==> src/vna_pkg.sv <==
// Shared constants and types for the vertex normal accumulator.
package vna_pkg;

  localparam int VERTEX_DEPTH = 1024;
  localparam int SUM_WIDTH    = 48;
  localparam int IDX_W        = $clog2(VERTEX_DEPTH);
  localparam int CROSS_W      = 36;

  typedef enum logic [1:0] {
    CMD_WRITE = 2'd0,
    CMD_TRI   = 2'd1,
    CMD_READ  = 2'd2
  } cmd_e;

  typedef struct packed {
    logic signed [SUM_WIDTH-1:0] x;
    logic signed [SUM_WIDTH-1:0] y;
    logic signed [SUM_WIDTH-1:0] z;
  } sum3_t;

  typedef struct packed {
    logic signed [15:0] x;
    logic signed [15:0] y;
    logic signed [15:0] z;
  } norm3_t;

endpackage

==> src/vna_norm.sv <==
// Iterative normalizer: common shift, sum of squares, square root, three divides.
module vna_norm import vna_pkg::*; (
  input  logic   clk_i,
  input  logic   rst_ni,
  input  logic   start_i,
  input  sum3_t  sum_i,
  output logic   done_o,
  output norm3_t norm_o
);

  typedef enum logic [2:0] {N_IDLE, N_SHIFT, N_SQ, N_SQRT, N_DLOAD, N_DIV} state_e;

  state_e               state_q;
  logic [SUM_WIDTH-1:0] a_q [3];
  logic                 neg_q [3];
  logic [61:0]          rem_q, res_q;
  logic [4:0]           j_q;
  logic [1:0]           cnt_q;
  logic [30:0]          r_q;
  logic [45:0]          drem_q;
  logic [3:0]           i_q;
  logic [14:0]          qt_q;
  norm3_t               out_q;
  logic                 done_q;

  logic [SUM_WIDTH-1:0] m, mag [3];
  logic signed [SUM_WIDTH-1:0] s_in [3];
  logic [59:0]          sq;
  logic [61:0]          bitv, tv, rem_nx, res_nx;
  logic [45:0]          dv, drem_nx;
  logic [14:0]          qt_nx;
  logic signed [15:0]   comp;

  always_comb begin
    s_in[0] = sum_i.x;
    s_in[1] = sum_i.y;
    s_in[2] = sum_i.z;
    for (int k = 0; k < 3; k++) begin
      mag[k] = s_in[k][SUM_WIDTH-1] ? SUM_WIDTH'(-s_in[k]) : SUM_WIDTH'(s_in[k]);
    end
    m = a_q[0];
    if (a_q[1] > m) m = a_q[1];
    if (a_q[2] > m) m = a_q[2];
    sq   = a_q[cnt_q][29:0] * a_q[cnt_q][29:0];
    bitv = 62'(1) << {j_q, 1'b0};
    tv   = res_q + bitv;
    if (rem_q >= tv) begin
      rem_nx = rem_q - tv;
      res_nx = (res_q >> 1) + bitv;
    end else begin
      rem_nx = rem_q;
      res_nx = res_q >> 1;
    end
    dv = 46'(r_q) << i_q;
    drem_nx = drem_q;
    qt_nx   = qt_q;
    if (drem_q >= dv) begin
      drem_nx    = drem_q - dv;
      qt_nx[i_q] = 1'b1;
    end
    comp = neg_q[cnt_q] ? -$signed({1'b0, qt_nx}) : $signed({1'b0, qt_nx});
  end

  always_ff @(posedge clk_i or negedge rst_ni) begin
    if (!rst_ni) begin
      state_q <= N_IDLE;
      done_q  <= 1'b0;
      cnt_q   <= '0;
      j_q     <= '0;
      i_q     <= '0;
    end else begin
      done_q <= 1'b0;
      unique case (state_q)
        N_IDLE: begin
          if (start_i) begin
            for (int k = 0; k < 3; k++) begin
              a_q[k]   <= mag[k];
              neg_q[k] <= s_in[k][SUM_WIDTH-1];
            end
            if (sum_i == '0) begin
              out_q  <= '0;
              done_q <= 1'b1;
            end else begin
              state_q <= N_SHIFT;
            end
          end
        end
        N_SHIFT: begin
          if (|m[SUM_WIDTH-1:30]) begin
            for (int k = 0; k < 3; k++) a_q[k] <= a_q[k] >> 1;
          end else if (!(|m[SUM_WIDTH-1:29])) begin
            for (int k = 0; k < 3; k++) a_q[k] <= a_q[k] << 1;
          end else begin
            cnt_q   <= '0;
            rem_q   <= '0;
            state_q <= N_SQ;
          end
        end
        N_SQ: begin
          rem_q <= rem_q + 62'(sq);
          if (cnt_q == 2'd2) begin
            res_q   <= '0;
            j_q     <= 5'd30;
            state_q <= N_SQRT;
          end else begin
            cnt_q <= cnt_q + 2'd1;
          end
        end
        N_SQRT: begin
          rem_q <= rem_nx;
          res_q <= res_nx;
          j_q   <= j_q - 5'd1;
          if (j_q == '0) begin
            r_q     <= res_nx[30:0];
            cnt_q   <= '0;
            state_q <= N_DLOAD;
          end
        end
        N_DLOAD: begin
          // rounded quotient: (a * 2^14 + r/2) / r
          drem_q  <= {2'b0, a_q[cnt_q][29:0], 14'b0} + 46'(r_q >> 1);
          qt_q    <= '0;
          i_q     <= 4'd14;
          state_q <= N_DIV;
        end
        N_DIV: begin
          drem_q <= drem_nx;
          qt_q   <= qt_nx;
          i_q    <= i_q - 4'd1;
          if (i_q == '0) begin
            case (cnt_q)
              2'd0:    out_q.x <= comp;
              2'd1:    out_q.y <= comp;
              default: out_q.z <= comp;
            endcase
            if (cnt_q == 2'd2) begin
              done_q  <= 1'b1;
              state_q <= N_IDLE;
            end else begin
              cnt_q   <= cnt_q + 2'd1;
              state_q <= N_DLOAD;
            end
          end
        end
        default: state_q <= N_IDLE;
      endcase
    end
  end

  assign done_o = done_q;
  assign norm_o = out_q;

endmodule

==> config.mk <==
export PLATFORM = sky130hd
export DESIGN_NAME = vna_norm
export DESIGN_NICKNAME = d
export VERILOG_FILES = /design/src/vna_pkg.sv /design/src/vna_norm.sv
export SDC_FILE = /design/constraint.sdc
export NUM_CORES = 2
export LEC_CHECK = 0
export BUFFER_PORTS_ARGS = -buffer_cell sky130_fd_sc_hd__clkbuf_2
export CAP_MARGIN = 5
export CORE_ASPECT_RATIO = 1.1
export CORE_MARGIN = 10
export CORE_UTILIZATION = 55
export DETAILED_ROUTE_END_ITERATION = 8
export GPL_ROUTABILITY_DRIVEN = 0
export PLACE_DENSITY = 0.77
export SLEW_MARGIN = 40
export SYNTH_ARGS = -nofsm -noshare
export SYNTH_HDL_FRONTEND = slang
export SYNTH_SLANG_ARGS = --single-unit
export TNS_END_PERCENT = 20
==> constraint.sdc <==
create_clock -name clk_i -period 14.04 [get_ports clk_i]
set_input_delay 2.808 -clock clk_i [delete_from_list [all_inputs] [get_ports clk_i]]
set_output_delay 2.808 -clock clk_i [all_outputs]
set_load 0.005 [all_outputs]
==> run metrics <==
worst slew pin tran=0.923 ns; Syn Nets=8471; Post-CTS Setup Bufs=0; register bit total from synthesis=426; Initial Util=0.554; final WL=192000 um; peak supply drop=71.5 uV; Hold Fails Final Rpt=0; period utilization=0.793; startpoint type of the worst setup path=flip-flop; post-synth top area share=0.238; clk root buf=clkbuf_16; ANT nets after route=0; DRC viols=0; Util after Layout=0.591; Non-Filler Instances=8607; total negative slack=0 ns; core area=0.114 mm^2; most frequent CP cell=fa_1; run status=completed; top cells by area, synth=fa_1 24%, edfxtp_1 19%, ha_1 11%; initial antenna violation count=8; Crit Path Class=reg -> reg; Leakage Power=31.3 nW; clock skew=0.0294 ns; largest area contributor in the netlist=fa_1; Critical Path End=rem_q[58]$_DFFE_PP_; Final setup viols=0; cts bufs inserted=49; f_max=89.8 MHz; synthesized instance count=7019; Die Y=376 um; area of the multi-input gates=0.0459 mm^2; FFs w/ async S/R, synth=0.0352; Data required, critical path=14.42 ns; Die Width=344 um; Via density=6.17; global-route wire length before repair=299000 um; fin nets=8499; CTS clk-pin slew, worst paths=0.06 ns; post-synthesis sequential area ratio=0.201; FILL cells=9622; unrepaired setup endpoints after global routing=no; Sink Count=426; vias in the first global route=54000; largest net degree at the start of global routing=160; Reg2Reg Depth=29; Inst Count DP=8513; GRT busiest layer=met2; Avg Cell Area, Syn=9.03 um^2; FF/Latch Area=0.0127 mm^2; hold_sp=j_q[3]$_DFFE_PN0P_; drt initial violations=5103; Crit Reg-Reg Startpoint=cnt_q[0]$_DFFE_PN0P_; Final min period=11.13 ns; PD cells=48.0 mW/mm^2; Cell Area, Placed=0.0659 mm^2; count of boundary I/O pins=196; CTS max path bufs=3; max-cap viol count=0; met1 Track Usage GR=0.349; crit end category=flip-flop; Worst-Skew Late Latency=0.65 ns; flop-to-flop setup slack=2.91 ns; crit path max fanout=30; grt total ovfl=0; EDFF count, synth=411; crit path max-delay cell type=clkinv_1; met2 Track Usage GR=0.472; post-CTS sizing=0; R2R Path End=rem_q[58]$_DFFE_PP_; Detailed Routing Iterations Pass 1=7; Synth Cell Area=0.0634 mm^2; Via Count=53100; DP HPWL=152000 um; CP startpoint=cnt_q[0]$_DFFE_PN0P_; Site Rows=130; die area=0.129 mm^2; Slew Limit Fails=0; final instance area=0.0676 mm^2; IO Port Bufs=195; GRT Overall Usage=0.292; data arrival time of the worst path=11.51 ns; GR Util met3=0.0648; layout cells sized above 1=0.0658; worst hold-check path type=reg -> reg; CP peak stage delay=0.91 ns; CTS tree=done; dominant synthesized flop cell=edfxtp_1; hold_buf cts=0; post-DR wirelength/cell=22.3 um; Slew headroom=0.381; synth warn=0; Layout area overhead=6.55%; Netlist cell types=78; H-tree Lvls=2
[routing by layer]
metal,up-vias,part of all wire
met5,-,0.00023
met4,6,0.078
met3,734,0.10
met2,2848,0.47
met1,25800,0.35
li1,23700,-
[cells in the mapped netlist (all sizes together), types with 66 or more instances]
library cell and instances:
nand3 66, nor2b 137, nand4 66, mux2i 170, fa 755, o21ai 358, xnor2 288, a31oi 96
inv 1044, o31ai 150, edfxtp 411, a21o 148, clkbuf 240, ha 550, xor2 153, nor2 597
nand2 718, a21oi 289
[how the worst min path moves through the flow]
stage,cells past startpoint,slack [ns],endpoint
floorplan,1,0.49,j_q[3]$_DFFE_PN0P_
global placement,1,0.51,j_q[3]$_DFFE_PN0P_
detailed placement,1,0.54,j_q[3]$_DFFE_PN0P_
CTS,1,0.55,j_q[3]$_DFFE_PN0P_
global route,1,0.60,j_q[3]$_DFFE_PN0P_
finish,1,0.55,j_q[3]$_DFFE_PN0P_
[stage by stage]
step                      setup slack (ns)  hold slack [ns]  power (mW)
final                                 2.91            0.547        3.24
after global routing                  2.41            0.603        3.35
after CTS                             3.14            0.547        3.24
after detailed placement              3.20            0.537        1.94
after global placement                3.54            0.514        1.93
after floorplan                       4.29            0.494        1.81
[critical path: cells and delay by family (launching register included)]
kind	cells	cell delay, ns
DFF	1	0.40
AOI/OAI and AO/OA	10	3.76
adders and majority gates	9	4.08
buffers and inverters	5	1.64
muxes	1	0.24
and+or+nand+nor	4	0.71
[placed cells by master (no fill, tap or decap), drive strengths merged, types with 36 or more instances in the layout]
cell type and instances:
a211oi 39, a21o 148, a21oi 289, a31oi 96
and2 42, and3 36, buf 61, clkbuf 256
edfxtp 411, fa 755, ha 550, inv 1050
mux2i 170, nand2 718, nand2b 40, nand3 66
nand4 66, nor2 597, nor2b 137, nor3 50
o21a 54, o21ai 358, o21bai 42, o22ai 48
o31ai 150, or3 61, xnor2 288, xor2 153
[cells by family after synthesis]
group,synth area share
flip-flops,0.201
multiplexers,0.0363
AND/OR/NAND/NOR,0.138
adder cells (fa/ha/maj),0.347
AO/OA/AOI/OAI,0.139
buffers and inverters,0.0791
XOR/XNOR,0.0609
[registers in the layout, summed over array words and instances (netlist names)]
register,cells
j_q,5
rem_q,62
cnt_q,2
r_q,31
done_o,1
drem_q,46
qt_q,15
norm_o,48
i_q,4
res_q,62
state_q,3
a_q,144
neg_q,3
[layout make-up]
type,instances,area share
Antenna cell,5,0.000185
Clock buffer,60,0.0194
Clock inverter,28,0.00422
Inverter,1055,0.0587
Multi-Input combinational cell,5258,0.679
Sequential cell,426,0.188
Tap cell,1518,0.0281
Timing Repair Buffer,257,0.0221
[power breakdown]
group          internal, mW  switching (mW)
clock                 0.711           0.601
combinational         0.185           0.273
sequential             1.45          0.0219
total                  2.34           0.895
Power figures use the tool's default switching activity.
