[src/vna_ram.sv]
// Generic RAM, one write port, one registered read port.
module vna_ram #(
  parameter  int WIDTH = 8,
  parameter  int DEPTH = 16,
  localparam int AW    = $clog2(DEPTH)
) (
  input  logic             clk_i,
  input  logic             we_i,
  input  logic [AW-1:0]    waddr_i,
  input  logic [WIDTH-1:0] wdata_i,
  input  logic [AW-1:0]    raddr_i,
  output logic [WIDTH-1:0] rdata_o
);

  logic [WIDTH-1:0] mem_q [DEPTH];
  logic [WIDTH-1:0] rdata_q;

  always_ff @(posedge clk_i) begin
    if (we_i) mem_q[waddr_i] <= wdata_i;
    rdata_q <= mem_q[raddr_i];
  end

  assign rdata_o = rdata_q;

endmodule

[config.mk]
export PLATFORM = sky130hd
export DESIGN_NAME = vna_ram
export DESIGN_NICKNAME = d
export VERILOG_FILES = /design/src/vna_ram.sv
export SDC_FILE = /design/constraint.sdc
export NUM_CORES = 1
export LEC_CHECK = 0
export ABC_CLOCK_PERIOD_IN_PS = 2300
export BUFFER_PORTS_ARGS = -buffer_cell sky130_fd_sc_hd__buf_2
export CORE_MARGIN = 4
export CORE_UTILIZATION = 47
export DETAILED_ROUTE_END_ITERATION = 7
export GPL_TIMING_DRIVEN = 0
export PLACE_DENSITY = 0.6
export SLEW_MARGIN = 10
export SYNTH_ARGS = -nofsm -noshare
export SYNTH_HDL_FRONTEND = slang
export SYNTH_SLANG_ARGS = --single-unit
[constraint.sdc]
create_clock -name clk_i -period 2.3 [get_ports clk_i]
set_input_delay 0.23 -clock clk_i [delete_from_list [all_inputs] [get_ports clk_i]]
set_output_delay 0.23 -clock clk_i [all_outputs]
set_load 0.005 [all_outputs]
==> flow_metrics.env, run 1 <==
export IMPL_final_fill_count=779
export IMPL_setup_repair_after_global_routing_missed_its_margin="false"
export IMPL_floorplan_initialDensity_pct=48.98
export IMPL_yosys_top_cells_area="edfxtp_1 (75%), mux4_2 (7.9%), mux4_1 (7.1%)"
export IMPL_clock_sinks=136
export IMPL_antenna_diode_count=0
export IMPL_gr_usage_all_layers_pct=15.93
export IMPL_pin_count=26
export IMPL_ratio_of_final_minimum_period_to_clock_period_pct=62.30
export IMPL_stdcell_count=421
export IMPL_max_cap_violations=0
export IMPL_number_of_buffers_added_by_the_clock_tree_synthesis_step=17
export IMPL_fp_row_count=37
export IMPL_worstPathArrival_ps=1550
export IMPL_crit_required_ps=2420
export IMPL_tritoncts="yes"
export IMPL_start_kind="input port"
export IMPL_synth_warnings=0
export IMPL_synth_ff_type="edfxtp_1"
export IMPL_skew_ps=8.890
export IMPL_finalHoldViolCount=0
export IMPL_p_int_mw=4.439
export IMPL_cts_setup_buffers=0
export IMPL_grt_antenna_before_repair=0
export IMPL_syn_avg_cell_area_um2=22.48
export IMPL_global_route_wire_length_before_repair_um=14360
export IMPL_fin_nets=290
export IMPL_final_layout_size_suffix_gt1_share_pct=29.12
export IMPL_place_ws_ps=23.22
export IMPL_hpwl_um=5991
export IMPL_h_tree_depth=4
export IMPL_setup_ws_ps=867.2
export IMPL_power_per_unit_of_standard_cell_area_nw_per_um2=921.7
export IMPL_worst_setup_hold_path_clk_slew_ps=60
export IMPL_netSwitchingFraction_pct=19.68
export IMPL_clk_latency_worst_skew_pair_ps=500
export IMPL_max_slew_margin_pct=21.40
export IMPL_postCtsResizedCells=0
export IMPL_yosys_register_bits=136
export IMPL_placed_cell_area_um2=5443
export IMPL_synth_fp_nets=247
export IMPL_synth_cell_types=19
export IMPL_globalRouteOverflowTotal=0
export IMPL_synth_seq_area_share_pct=77.78
export IMPL_status="finished clean"
export IMPL_clock_power_share_pct=44.9
export IMPL_viasPerCell=5.572
export IMPL_grt_pass1_vias=2370
export IMPL_synth_enable_flop_cells=128
export IMPL_share_comb_of_total_power_pct=4.7
export IMPL_power_sequential_fraction_pct=50.4
export IMPL_flow_area_growth_from_synthesis_pct=16.48
export IMPL_report_final_setup_viol=0
export IMPL_critPathKind="input port to flop"
export IMPL_worstMarginPinSlew_ps=1170
export IMPL_io_buffers=24
export IMPL_cts_root_buf="clkbuf_8"
export IMPL_finish_instance_area_um2=5996
export IMPL_post_place_cells=389
export IMPL_routed_wire_length_per_instance_um=22.54
export IMPL_drt_total_wl_um=9488
export IMPL_cts_buffer_depth=2
export IMPL_post_route_min_period_ps=1433
export IMPL_synthArstFlopShare_pct=0
export IMPL_achievable_frequency_ghz=0.6979
export IMPL_synth_largest_type_area_fraction_pct=74.67
export IMPL_synth_area_um2=5147
export IMPL_maximum_number_of_pins_on_one_net_before_global_route_repair=17
export IMPL_dieArea_um2=12690
export IMPL_post_route_drc_count=0
export IMPL_route_vias_total=2346
export IMPL_die_w_um=112.7
export IMPL_synth_area_leader_cell="edfxtp_1"
export IMPL_switching_power_total_mw=1.088
export IMPL_drt_pass1_iter_count=4
export IMPL_ys_top_cells_by_count="edfxtp_1 (128), mux4_2 (18), a22oi_1 (16)"
export IMPL_ctsHoldBuffers=0
export IMPL_fp_dieH_um=112.7
export IMPL_peakVddDrop_mv=0.4700
export IMPL_yosys_cell_count_top_type="edfxtp_1"
export IMPL_gp_routability_congestion=0.7123
export IMPL_ant_nets=0
export IMPL_coreArea_um2=10510
export IMPL_crit_path_end_kind="flop"
export IMPL_worst_path_maximum_fanout=8
export IMPL_p_leak_nw=2.009
export IMPL_hold_class="input port to flop"
export IMPL_drt_initial_drc_count=127
export IMPL_timing_max_transition_violations_final=0
export IMPL_post_synth_inst_count=229
==> power groups by stage <==
stage          Sequential (mW)  Combinational, mW  Clock, mW
4_1_cts                   2.78              0.266       2.51
3_3_place_gp              2.83              0.260          0
6_report                  2.78              0.261       2.48
3_5_place_dp              2.84              0.266          0
2_1_floorplan             2.84              0.141          0
5_1_grt                   2.79              0.283       2.65
==> final cells by class <==
type | instances | area, um^2 | share of cell area, %
clock buffer | 22 | 442.9 | 7.387
tap | 136 | 170.2 | 2.838
sequential | 136 | 4004 | 66.78
clock inverter | 10 | 105.1 | 1.753
multi-input combinational | 83 | 1067 | 17.80
buffer | 10 | 86.33 | 1.440
timing repair buffer | 24 | 120.1 | 2.003
==> state kept, by name, summed over array words and instances, names as in the netlist <==
name     cells
mem_q      128
rdata_o      8
==> worst max-delay path: stages <==
cell and delay [ps]:
buf_2 120, or3b_2 540, nor2_1 660
==> worst paths after layout <==
check | startpoint | to | slack (ps) | cells after the start
max | waddr_i[2] | mem_q[3][1]$_DFFE_PP_ | 870 | 3
min | wdata_i[6] | mem_q[6][6]$_DFFE_PP_ | 130 | 1
max reg2reg | mem_q[14][7]$_DFFE_PP_ | rdata_o[7]$_DFF_P_ | 890 | 3
min reg2reg | mem_q[8][3]$_DFFE_PP_ | rdata_o[3]$_DFF_P_ | 680 | 3
==> cell usage in the layout, fill, tap and decap left out, types with 2 or more instances in the layout <==
cell type        instances
edfxtp_1               128
bufinv_16                2
nor3_1                   2
buf_6                    3
clkbuf_8                 2
mux4_2                  18
buf_2                   27
a22oi_1                 16
clkbuf_16               16
clkinv_2                 6
clkbuf_1                 4
nand2b_1                 2
nand3b_1                 2
nor2_1                  13
clkdlybuf4s25_2          3
mux4_1                  14
dfxtp_1                  8
nand2_1                  9
nor3_2                   2
clkinvlp_4               2
==> routing by layer <==
metal  part of all wire (%)  routed length, um  vias to the layer above  track usage [%]
li1                       -                  -                     1057                -
met1                     44               4149                     1215            22.36
met2                     49               4643                       63            24.37
met3                    5.9                556                       11            4.636
met4                    1.5                139                        0            4.968
met5                      0                  0                        -                0
==> cell families (layout without fill, tap and decap cells) <==
kind of cell | Yosys count | count (layout) | share of synthesized area, %
AND/OR/NAND/NOR | 35 | 35 | 3.184
multiplexers | 32 | 32 | 15.02
AO/OA/AOI/OAI | 16 | 16 | 2.334
buffers and inverters | 10 | 66 | 1.677
flip-flops | 136 | 136 | 77.78
==> through the flow <==
| step | hold slack, ps | utilization [%] | TNS, ps | power, mW |
|---|---|---|---|---|
| finish | 127.6 | 57.05 | 0 | 5.527 |
| global route | 121.8 | 57.05 | 0 | 5.719 |
| CTS | 121.8 | 57.01 | 0 | 5.561 |
| detailed placement | 609.9 | 51.79 | 0 | 3.101 |
| global placement | 606.5 | 51.74 | -53.33 | 3.091 |
| floorplan | 328.9 | - | 0 | 2.976 |
Note: power is estimated with default switching activity, not from simulation.
==> run 2, diff against run 1 <==
--- a/config.mk
+++ b/config.mk
@@ -5,13 +5,13 @@
 export SDC_FILE = /design/constraint.sdc
 export NUM_CORES = 1
 export LEC_CHECK = 0
-export ABC_CLOCK_PERIOD_IN_PS = 2300
+export ABC_CLOCK_PERIOD_IN_PS = 1200
 export BUFFER_PORTS_ARGS = -buffer_cell sky130_fd_sc_hd__buf_2
 export CORE_MARGIN = 4
 export CORE_UTILIZATION = 47
 export DETAILED_ROUTE_END_ITERATION = 7
 export GPL_TIMING_DRIVEN = 0
-export PLACE_DENSITY = 0.6
+export PLACE_DENSITY = 0.62
 export SLEW_MARGIN = 10
 export SYNTH_ARGS = -nofsm -noshare
 export SYNTH_HDL_FRONTEND = slang
==> constraint.sdc (replaced) <==
create_clock -name clk_i -period 1.2 [get_ports clk_i]
set_input_delay 0.12 -clock clk_i [delete_from_list [all_inputs] [get_ports clk_i]]
set_output_delay 0.12 -clock clk_i [all_outputs]
set_load 0.005 [all_outputs]
==> flow_metrics.env, run 2 (synthesized netlist as in run 1, its figures left out) <==
export IMPL_status="finished with violations"
export IMPL_violations="setup timing"
export IMPL_max_slew_margin_pct=42.11
export IMPL_worst_path_maximum_fanout=1
export IMPL_route_vias_total=2313
export IMPL_clock_sinks=136
export IMPL_min_to="mem_q[15][2]$_DFFE_PP_"
export IMPL_cts_setup_buffers=0
export IMPL_post_route_min_period_ps=1295
export IMPL_grt_antenna_before_repair=0
export IMPL_drt_pass1_iter_count=4
export IMPL_report_final_setup_viol=8
export IMPL_p_int_mw=8.764
export IMPL_final_fill_count=727
export IMPL_fin_nets=297
export IMPL_routed_wire_length_per_instance_um=22.53
export IMPL_hpwl_um=5957
export IMPL_cts_buffer_depth=2
export IMPL_global_route_wire_length_before_repair_um=14960
export IMPL_crit_required_ps=1600
export IMPL_fp_row_count=37
export IMPL_critPathKind="flop to flop"
export IMPL_floorplan_initialDensity_pct=48.98
export IMPL_path_cells="mux4_2 -> a22oi_1 -> nand2_1"
export IMPL_clk_latency_worst_skew_pair_ps=520
export IMPL_peakVddDrop_mv=0.7717
export IMPL_viasPerCell=5.404
export IMPL_power_sequential_fraction_pct=49.0
export IMPL_pin_count=26
export IMPL_post_route_drc_count=0
export IMPL_flip_flop_count_of_the_largest_register_all_copies_and_words_added=128
export IMPL_clock_power_share_pct=45.9
export IMPL_io_buffers=24
export IMPL_finalHoldViolCount=0
export IMPL_final_layout_size_suffix_gt1_share_pct=37.67
export IMPL_timing_max_transition_violations_final=0
export IMPL_flow_area_growth_from_synthesis_pct=19.35
export IMPL_slack_of_the_worst_reg_to_reg_path_ps=-100
export IMPL_multi_input_comb_area_um2=1092
export IMPL_fp_dieH_um=112.7
export IMPL_crit_path_end_kind="flop"
export IMPL_achievable_frequency_ghz=0.7721
export IMPL_gp_routability_congestion=0.6735
export IMPL_p_leak_nw=2.038
export IMPL_start_kind="flop"
export IMPL_share_comb_of_total_power_pct=5.1
export IMPL_placed_cell_area_um2=5478
export IMPL_worst_setup_hold_path_clk_slew_ps=60
export IMPL_gr_usage_all_layers_pct=16.86
export IMPL_hold_class="input port to flop"
export IMPL_drt_initial_drc_count=179
export IMPL_sequential_cell_area_um2=4004
export IMPL_h_tree_depth=4
export IMPL_switching_power_total_mw=2.139
export IMPL_drt_total_wl_um=9641
export IMPL_setup_total_negative_slack_ps=-485.3
export IMPL_timing_rr_end="rdata_o[7]$_DFF_P_"
export IMPL_largest_register="mem_q"
export IMPL_max_cap_violations=0
export IMPL_finish_instance_area_um2=6143
export IMPL_dieArea_um2=12690
export IMPL_die_w_um=112.7
export IMPL_worstRegToRegCells=3
export IMPL_antenna_diode_count=0
export IMPL_coreArea_um2=10510
export IMPL_timing_rr_start="mem_q[3][7]$_DFFE_PP_"
export IMPL_ant_nets=0
export IMPL_cts_root_buf="clkbuf_8"
export IMPL_final_common_cell="edfxtp_1"
export IMPL_number_of_buffers_added_by_the_clock_tree_synthesis_step=17
export IMPL_grt_pass1_vias=2461
export IMPL_finalCoreUtilization_pct=58.46
export IMPL_timing_hold_worst_path_depth=1
export IMPL_setup_repair_after_global_routing_missed_its_margin="true"
export IMPL_worstPathArrival_ps=1690
export IMPL_skew_ps=5.929
export IMPL_netSwitchingFraction_pct=19.62
export IMPL_worst_path_largest_cell_delay_ps=480
export IMPL_hold_path_startpoint="wdata_i[2]"
export IMPL_most_frequent_cells_in_the_layout="edfxtp_1 (128), mux4_2 (29), buf_2 (27)"
export IMPL_ratio_of_final_minimum_period_to_clock_period_pct=107.9
export IMPL_setup_ws_ps=-95.16
export IMPL_globalRouteOverflowTotal=0
export IMPL_power_per_unit_of_standard_cell_area_nw_per_um2=1775
export IMPL_tritoncts="yes"
export IMPL_critPathSlowestCell="mux4_2"
export IMPL_worstMarginPinSlew_ps=865.2
export IMPL_maximum_number_of_pins_on_one_net_before_global_route_repair=17
run 2: cell types whose count changed in the layout (fill, tap and decap cells not counted), moves of 3 or more:
cell,previous run,this run
dlygate4sd3_1,0,7
buf_8,0,4
a22oi_1,16,8
nor2_2,0,3
nor2_1,13,10
clkbuf_8,2,6
mux4_2,18,29
mux4_1,14,3
a22oi_2,0,8
buf_6,3,0
clkbuf_1,4,1
run 2: layout make-up:
cell class                      count  area share [%]
Sequential cell                   136           65.17
Multi-Input combinational cell     83           17.78
Clock buffer                       23           7.923
Timing Repair Buffer               31           3.096
Tap cell                          136           2.770
Buffer                             10           1.711
Clock inverter                      9           1.548
run 2: timing repair:
item                                    in CTS  in global routing
endpoints found under the setup margin       8                  8
resized for setup                           15                  0
endpoints found under the hold margin      112                  0
pin swaps                                    8                  0
gates cloned                                 0                  0
hold buffers                                 7                  0
run 2: worst max path at each step:
stage                                 startpoint                     end  slack (ps)  cells after the start
final                      mem_q[3][7]$_DFFE_PP_      rdata_o[7]$_DFF_P_        -100                      3
after global routing      mem_q[11][7]$_DFFE_PP_      rdata_o[7]$_DFF_P_        -150                      3
after CTS                 mem_q[11][7]$_DFFE_PP_      rdata_o[7]$_DFF_P_        -110                      3
after detailed placement              waddr_i[2]  mem_q[10][2]$_DFFE_PP_        -390                      3
after global placement                waddr_i[0]   mem_q[6][0]$_DFFE_PP_        -370                      3
after floorplan                       raddr_i[0]      rdata_o[1]$_DFF_P_         -60                      5
run 2: power groups by stage:
stage                     Combinational (mW)  Clock (mW)  Sequential [mW]
after detailed placement               0.527           0             5.43
after CTS                              0.570        5.07             5.34
after global placement                 0.516           0             5.43
after global routing                   0.612        5.32             5.34
final                                  0.558        5.01             5.34
after floorplan                        0.286           0             5.43
run 2: routing by layer:
metal	global-route usage, %	part of all wire, %
met5	0	0
met4	6.490	1.0
met3	5.553	5.7
met2	24.29	48
met1	24.06	45
run 2: worst max-delay path, delay by kind of cell (launching register included):
| family | cells | cell delay (ps) |
|---|---|---|
| flip-flops | 1 | 360 |
| AND/OR/NAND/NOR | 1 | 100 |
| AO/OA/AOI/OAI | 1 | 240 |
| multiplexers | 1 | 480 |
run 2: per-stage QoR:
stage	setup WS, ps	cells	power (mW)	hold slack, ps
finish	-95.16	428	10.90	19.58
CTS	-106.8	428	10.98	0.8746
global route	-151.8	428	11.28	14.07
floorplan	-56.33	229	5.720	218.9
global placement	-372.3	389	5.942	496.9
detailed placement	-394.7	389	5.960	500.4
==> run 3, diff against run 2 <==
--- a/config.mk
+++ b/config.mk
@@ -7,6 +7,7 @@
 export LEC_CHECK = 0
 export ABC_CLOCK_PERIOD_IN_PS = 1200
 export BUFFER_PORTS_ARGS = -buffer_cell sky130_fd_sc_hd__buf_2
+export CORE_ASPECT_RATIO = 1.25
 export CORE_MARGIN = 4
 export CORE_UTILIZATION = 47
 export DETAILED_ROUTE_END_ITERATION = 7
==> flow_metrics.env, run 3 (synthesized netlist as in run 1, its figures left out) <==
export IMPL_number_of_buffers_added_by_the_clock_tree_synthesis_step=17
export IMPL_routed_wl_met3_um=464
export IMPL_worst_setup_hold_path_clk_slew_ps=60
export IMPL_largest_register="mem_q"
export IMPL_routed_wire_length_per_instance_um=23.54
export IMPL_gp_routability_congestion=0.7635
export IMPL_power_per_unit_of_standard_cell_area_nw_per_um2=1849
export IMPL_cts_root_buf="clkbuf_16"
export IMPL_sequential_cell_area_um2=4004
export IMPL_worstPathArrival_ps=1640
export IMPL_drt_pass1_iter_count=4
export IMPL_io_buffers=24
export IMPL_violations="setup timing"
export IMPL_start_kind="flop"
export IMPL_finalCoreUtilization_pct=57.38
export IMPL_cts_buffer_depth=2
export IMPL_post_route_min_period_ps=1355
export IMPL_max_cap_violations=0
export IMPL_grt_pass1_vias=2508
export IMPL_worstRegToRegCells=3
export IMPL_globalRouteOverflowTotal=0
export IMPL_critPathSlowestCell="mux4_2"
export IMPL_skew_ps=7.249
export IMPL_max_slew_margin_pct=42.93
export IMPL_holdWs_ps=101.5
export IMPL_maximum_number_of_pins_on_one_net_before_global_route_repair=17
export IMPL_coreArea_um2=10670
export IMPL_h_tree_depth=4
export IMPL_finish_instance_area_um2=6121
export IMPL_fp_dieH_um=125.0
export IMPL_cell_family_with_the_largest_share_of_critical_path_delay="multiplexers"
export IMPL_ant_nets=0
export IMPL_post_route_drc_count=0
export IMPL_cp_num_buf_inv=0
export IMPL_worstMarginPinSlew_ps=852.8
export IMPL_p_leak_nw=2.024
export IMPL_highest_layer="met4"
export IMPL_die_w_um=101.6
export IMPL_hpwl_um=6319
export IMPL_worstSetupPathDepth=3
export IMPL_clock_sinks=136
export IMPL_critPathKind="flop to flop"
export IMPL_worst_path_maximum_fanout=1
export IMPL_ratio_of_final_minimum_period_to_clock_period_pct=112.9
export IMPL_clk_latency_worst_skew_pair_ps=420
export IMPL_floorplan_initialDensity_pct=48.25
export IMPL_drt_met1_wl_um=4041
export IMPL_tritoncts="yes"
export IMPL_most_frequent_cells_in_the_layout="edfxtp_1 (128), buf_2 (27), mux4_2 (27)"
export IMPL_finalPower_mw=11.32
export IMPL_placed_cell_area_um2=5473
export IMPL_global_route_wire_length_before_repair_um=15190
export IMPL_final_common_cell="edfxtp_1"
export IMPL_antenna_diode_count=0
export IMPL_setup_repair_after_global_routing_missed_its_margin="true"
export IMPL_flip_flop_count_of_the_largest_register_all_copies_and_words_added=128
export IMPL_finalHoldViolCount=0
export IMPL_final_fill_count=811
export IMPL_crit_required_ps=1490
export IMPL_setup_ws_ps=-154.6
export IMPL_drt_total_wl_um=9816
export IMPL_route_vias_total=2392
export IMPL_crit_path_end_kind="flop"
export IMPL_achievable_frequency_ghz=0.7382
export IMPL_fp_row_count=42
export IMPL_drt_initial_drc_count=172
export IMPL_report_final_setup_viol=8
export IMPL_timing_max_transition_violations_final=0
export IMPL_dieArea_um2=12700
export IMPL_timing_hold_worst_path_depth=1
export IMPL_met2_length_um=5138
export IMPL_multi_input_comb_area_um2=1097
export IMPL_gr_usage_all_layers_pct=17.22
export IMPL_hold_class="input port to flop"
export IMPL_flow_area_growth_from_synthesis_pct=18.91
export IMPL_status="finished with violations"
export IMPL_final_layout_size_suffix_gt1_share_pct=38.60
export IMPL_path_cells="mux4_2 -> a22oi_2 -> nand2_1"
export IMPL_peakVddDrop_mv=1.099
export IMPL_fin_nets=290
export IMPL_grt_antenna_before_repair=0
export IMPL_pin_count=26
export IMPL_viasPerCell=5.736
export IMPL_worst_path_largest_cell_delay_ps=520
## run 3: cell type report
cell class | instances | area share, %
Multi-Input combinational cell | 83 | 17.93
Clock inverter | 12 | 2.821
Buffer | 10 | 1.717
Clock buffer | 20 | 7.461
Timing Repair Buffer | 24 | 1.962
Sequential cell | 136 | 65.41
Tap cell | 132 | 2.698
## run 3: path summary, 6_finish.rpt
check / startpoint / endpoint / slack [ps]
setup / recovery: mem_q[3][2]$_DFFE_PP_ / rdata_o[2]$_DFF_P_ / -150
hold / removal: wdata_i[4] / mem_q[3][4]$_DFFE_PP_ / 100
setup reg to reg: mem_q[3][2]$_DFFE_PP_ / rdata_o[2]$_DFF_P_ / -150
hold reg to reg: mem_q[15][1]$_DFFE_PP_ / rdata_o[1]$_DFF_P_ / 690
## run 3: per-layer routing
metal / global-route usage (%) / vias to the layer above
met3: 4.513 / 15
li1: - / 1051
met1: 22.57 / 1252
met2: 27.39 / 74
met5: 0 / -
met4: 7.042 / 0
## run 3: stage by stage
step / setup slack, ps / TNS, ps / instances
6_report: -154.6 / -825.9 / 417
5_1_grt: -211.1 / -1224 / 417
4_1_cts: -124.2 / -750.8 / 417
3_5_place_dp: -390.4 / -44170 / 385
3_3_place_gp: -386.2 / -43240 / 385
2_1_floorplan: -56.33 / -353.1 / 229
## run 3: repair_timing
action,CTS,global route
pin swaps,4,1
endpoints found under the setup margin,8,43
hold buffers,0,0
setup buffers,0,0
resized for setup,10,5
cloned,0,0
## run 3: report_power, final
group          switching (mW)  total, mW  internal (mW)
Clock                    1.86       5.44           3.58
Sequential             0.0254       5.34           5.31
Combinational           0.311      0.540          0.229
Total                    2.20       11.3           9.12
